<file path="config.mk">
export PLATFORM = sky130hd
export DESIGN_NAME = fdc_ram
export DESIGN_NICKNAME = d
export VERILOG_FILES = /design/src/hdl/fdc_ram.sv
export SDC_FILE = /design/constraint.sdc
export NUM_CORES = 2
export LEC_CHECK = 0
export BUFFER_PORTS_ARGS = -buffer_cell sky130_fd_sc_hd__buf_2
export CORE_ASPECT_RATIO = 0.75
export CORE_MARGIN = 2
export CORE_UTILIZATION = 40
export DETAILED_ROUTE_END_ITERATION = 8
export GPL_ROUTABILITY_DRIVEN = 0
export PLACE_DENSITY = 0.56
export SETUP_SLACK_MARGIN = 0.2
export SLEW_MARGIN = 15
export SYNTH_ARGS = -nofsm -noshare
export SYNTH_HDL_FRONTEND = slang
export SYNTH_SLANG_ARGS = --single-unit
export TNS_END_PERCENT = 10
</file>
<file path="constraint.sdc">
create_clock -name i_clk -period 3.2 [get_ports i_clk]
set_input_delay 0.32 -clock i_clk [delete_from_list [all_inputs] [get_ports i_clk]]
set_output_delay 0.32 -clock i_clk [all_outputs]
set_load 0.02 [all_outputs]
</file>
<file path="src/hdl/fdc_ram.sv">
// Generic single-port RAM with registered read data.
module fdc_ram
    #(
    parameter int WIDTH = 8,
    parameter int DEPTH = 256
    ) (
    input  logic                     i_clk,
    input  logic                     i_we,
    input  logic                     i_re,
    input  logic [$clog2(DEPTH)-1:0] i_addr,
    input  logic [WIDTH-1:0]         i_wdata,
    output logic [WIDTH-1:0]         o_rdata
);

    logic [WIDTH-1:0] r_mem [DEPTH];
    logic [WIDTH-1:0] r_rdata;

    always_ff @(posedge i_clk) begin
        if (i_we) begin
            r_mem[i_addr] <= i_wdata;
        end
        if (i_re) begin
            r_rdata <= r_mem[i_addr];
        end
    end

    assign o_rdata = r_rdata;

endmodule

</file>
* After elaboration in Yosys (flattened, before gate mapping)
Memory sizes are Yosys's and may differ from the RTL's. A register that Yosys moved wholly into a read port is not among the register bits. Cells that the tools add are included.
Operators by class: multiplexer cells 2
Operator list (number):
- $mux 1 | 2
Word-level totals: bits of input ports 19, RAM bits 2048, register bits 0, output and inout port bits 8, memories kept 1
Memory list:
- r_mem | words 256, width 8, rd ports 1, clocked after memory_dff 1, wr ports 1, RTL line 15 | logic [WIDTH-1:0] r_mem [DEPTH];

* Longest topological paths before layout
word-level depth 2, depth in mapped cells 10, gate-level depth less buffers 5

* Least setup slack after synthesis
Ideal clock, no wire load.
path type input-to-reg, from input port i_addr[1], to memory r_mem[111][0], enable pin, required time 2.830 ns, arrival time 2.169 ns, cell stages on the path 9, buffers on the path 5, slack 0.661 ns, cells stage by stage buf_2 > clkbuf_1 > clkbuf_1 > nand2_1 > buf_2 > nor2_1 > nand2_1 > clkbuf_1 > nor2_1
RTL lines:
- from (decl) | RTL line 10 | input logic [$clog2(DEPTH)-1:0] i_addr,
- to (decl) | RTL line 15
No word-level cell before the write port.

==> flow_summary_export.csv <==
group,metric,value,unit
drt,top_signal_layer_used,"met5",
synth,netlist_area,78600,µm²
timing,hold_violations,1,
drt,drc,0,
synth,yosys.area.top_type,"edfxtp_1",
drt,antenna_left,0,
synth,yosys_warnings,0,
outcome,status,"finished, violations left",
synth,avgSynthCellArea,22.2,µm²
min_path,whs_endpoint,"r_mem[100][4]",
floorplan,io_pins,27,
setup_path,startpoint_type,"register",
setup_path,cp_cell_sequence,"mux4_2 -> a22oi_1 -> a21oi_1 -> o41ai_1 -> buf_4 -> nand4_1",
pwr,p_int,43200,µW
timing,clock-skew-final,0.0295,ns
synth,synthArstFlopShare,0,
finish,final_nets,4089,
global_routing,grt_pass1_vias,39083,
drt,met3_length,15.9,mm
pwr,clockPowerShare,0.407,
pwr,ir_drop,0.568,mV
drt,post_drt_via_cell_ratio,5.73,
pwr,leakage,0.0287,µW
cts,post_cts_buffers,0,
drt,wl_met2,92.2,mm
timing,tightest_slew,1.09,ns
global_routing,grt_pass1_wl,292,mm
timing,fmaxAchievable,371,MHz
finish,fin_util,0.472,
cts,cts_root_buf,"clkbuf_16",
synth,synth-seq-cells,2056,
synth,yosys.area.top_type_share,0.786,
synth,synth-edff-count,2056,
pwr,power.switching,11700,µW
setup_path,crit_buf_inv,1,
outcome,violations,"hold timing",
place,io_buffers,26,
drt,wl_met1,92.9,mm
setup_path,crit_family,"compound AO/OA/AOI/OAI gates",
drt,detail_route.iter0.violations,4947,
setup_path,worstReg2RegEnd,"o_rdata[5]",
floorplan,die_h,388,µm
setup_path,ff2ff_path_depth,6,
timing,finalMaxSlewViolations,0,
setup_path,critical_path_required,3.73,ns
setup_path,regToRegSetupSlack,0.50,ns
setup_path,critPathKind,"reg2reg",
min_path,min_path_cells,1,
synth,synthTopCellsByCount,"edfxtp_1 (2,056), mux4_2 (512), a22oi_1 (256)",
floorplan,die_w,516,µm
cts,cts_made_buffers,190,
cts,clk_transition_reported_paths,0.06,ns
cts,cts_max_level,4,
place,hpwl,126,mm
synth,syn_inst,3547,
global_routing,grt-ovfl-total,0,
timing,finalCriticalPeriod,2.70,ns
finish,multi_input_area,15800,µm²
finish,area_growth,17.0,%
setup_path,r2r_start,"r_mem[190][5]",
setup_path,cpMaxStageDelayCell,"o41ai_1",
synth,synth_top_cells_by_area,"edfxtp_1 (79%), mux4_2 (15%), a22oi_1 (2.4%)",
setup_path,critPathMaxStageDelay,0.60,ns
floorplan,die-area,200000,µm²
setup_path,end_kind,"register",
pwr,sw_frac_of_total,0.213,
synth,synth_top_flop_cell,"edfxtp_1",
timing,setup_viol,0,
place,dpl.cell_count,6501,
synth,ys_types,21,
timing,maxSlewHeadroom,0.275,
global_routing,antenna_found_initial,12,
timing,rsz0062_at_grt,"no",
cts,cts_tree,"done",
floorplan,core_area,195000,µm²
cts,clock-sinks,2056,
min_path,hp-start,"i_wdata[4]",
global_routing,grtUsageTotal,0.204,
min_path,hold_class,"in2reg",
drt,routed_wl,204,mm
pwr,power_density,596,nW/µm²
finish,register_area,61700,µm²
drt,wl_per_cell,29.8,µm
setup_path,arrival,3.23,ns
pwr,pwr-share-seq,0.542,
cts,clk_latency,0.83,ns
drt,num_vias,39241,
cts,cts.repair.resized,0,
floorplan,fp-row-count,140,
finish,final_cells,6851,
synth,ys_seq_area_frac,0.786,
setup_path,crit_fanout,1,
global_routing,grt_start_max_net_pins,121,
timing,hold-worst-slack,-0.00646,ns
cts,clockBufferDepth,3,
finish,final_layout_size_suffix_gt1_frac,0.316,
pwr,combPwrFrac,0.051,
drt,drtPass1Iterations,5,
finish,fillers,15912,
cts,holdBufCountCts,4,
synth,yosysMostFrequentCell,"edfxtp_1",
synth,synth_fp_nets,3566,
floorplan,initial_core_util,0.404,
run,drv_cap,0,
timing,period_share,0.843,
power by group through the flow:
stage | Combinational, µW | Clock [µW] | Sequential, µW
finish | 2790 | 22300 | 29700
global route | 2960 | 23800 | 29700
CTS | 2830 | 22800 | 29700
detailed placement | 2820 | 0 | 30300
global placement | 2790 | 0 | 30300
floorplan | 1320 | 0 | 30300
state kept, by name, summed over array words and instances, names as in the netlist:
signal,count
o_rdata,8
r_mem,2048
placed cells by master (no fill, tap or decap), types with 2 or more instances in the layout:
cell | Yosys | layout
edfxtp_1 | 2056 | 2056
mux4_2 | 512 | 512
buf_4 | 16 | 470
a22oi_1 | 256 | 256
nor2_1 | 232 | 231
clkbuf_16 | 0 | 192
a21oi_1 | 128 | 128
buf_12 | 0 | 63
clkbuf_1 | 145 | 52
clkinv_1 | 0 | 46
nor3_1 | 30 | 30
o41ai_1 | 32 | 29
nand2_1 | 28 | 27
clkinv_2 | 0 | 20
bufinv_16 | 0 | 17
buf_2 | 36 | 16
buf_8 | 0 | 10
nand4_1 | 8 | 8
nand3_1 | 13 | 7
inv_6 | 0 | 7
nand3_2 | 0 | 6
nor2b_1 | 7 | 5
nand2b_1 | 6 | 4
inv_16 | 0 | 4
clkinvlp_4 | 0 | 4
dlygate4sd3_1 | 0 | 4
o41ai_2 | 0 | 3
nor2b_4 | 0 | 2
nand2b_2 | 0 | 2
or2_2 | 2 | 2
and2_1 | 3 | 2
kinds of logic after synthesis:
logic type	share of synthesized area
buffers and inverters	0.0140
AND/OR/NAND/NOR	0.0173
AO/OA/AOI/OAI	0.0362
flip-flops	0.786
multiplexers	0.147
worst max path at each step:
stage | endpoint | cells past startpoint | from
after detailed placement | o_rdata[6] | 9 | i_addr[0]
after CTS | o_rdata[6] | 6 | r_mem[239][6]
after global placement | o_rdata[6] | 9 | i_addr[0]
after global routing | o_rdata[6] | 6 | r_mem[239][6]
after floorplan | r_mem[111][0] | 9 | i_addr[1]
final | o_rdata[5] | 6 | r_mem[190][5]
metal layers:
| metal | up-vias | GRT usage |
|---|---|---|
| li1 | 16136 | - |
| met1 | 21369 | 0.317 |
| met2 | 1514 | 0.299 |
| met3 | 218 | 0.0392 |
| met4 | 4 | 0.0425 |
| met5 | - | 0 |
metrics by stage:
| step | instance area (µm²) | TNS, ns | worst slack [ns] | power (µW) |
|---|---|---|---|---|
| 2_1_floorplan | 78600 | 0 | 0.661 | 31600 |
| 3_3_place_gp | 85900 | -1.20 | -0.411 | 33100 |
| 4_1_cts | 91900 | 0 | 0.359 | 55300 |
| 3_5_place_dp | 85900 | -1.32 | -0.461 | 33100 |
| 5_1_grt | 91900 | 0 | 0.335 | 56500 |
| 6_report | 91900 | 0 | 0.503 | 54800 |
final cells by class:
class	instances	share of cell area
Sequential cell	2056	0.672
Multi-Input combinational cell	1258	0.172
Timing Repair Buffer	563	0.0551
Clock buffer	244	0.0544
Tap cell	2627	0.0358
Clock inverter	101	0.0108
Inverter	1	0.0000408
Antenna cell	1	0.0000272
No activity file was read; power rests on OpenSTA's default activity.
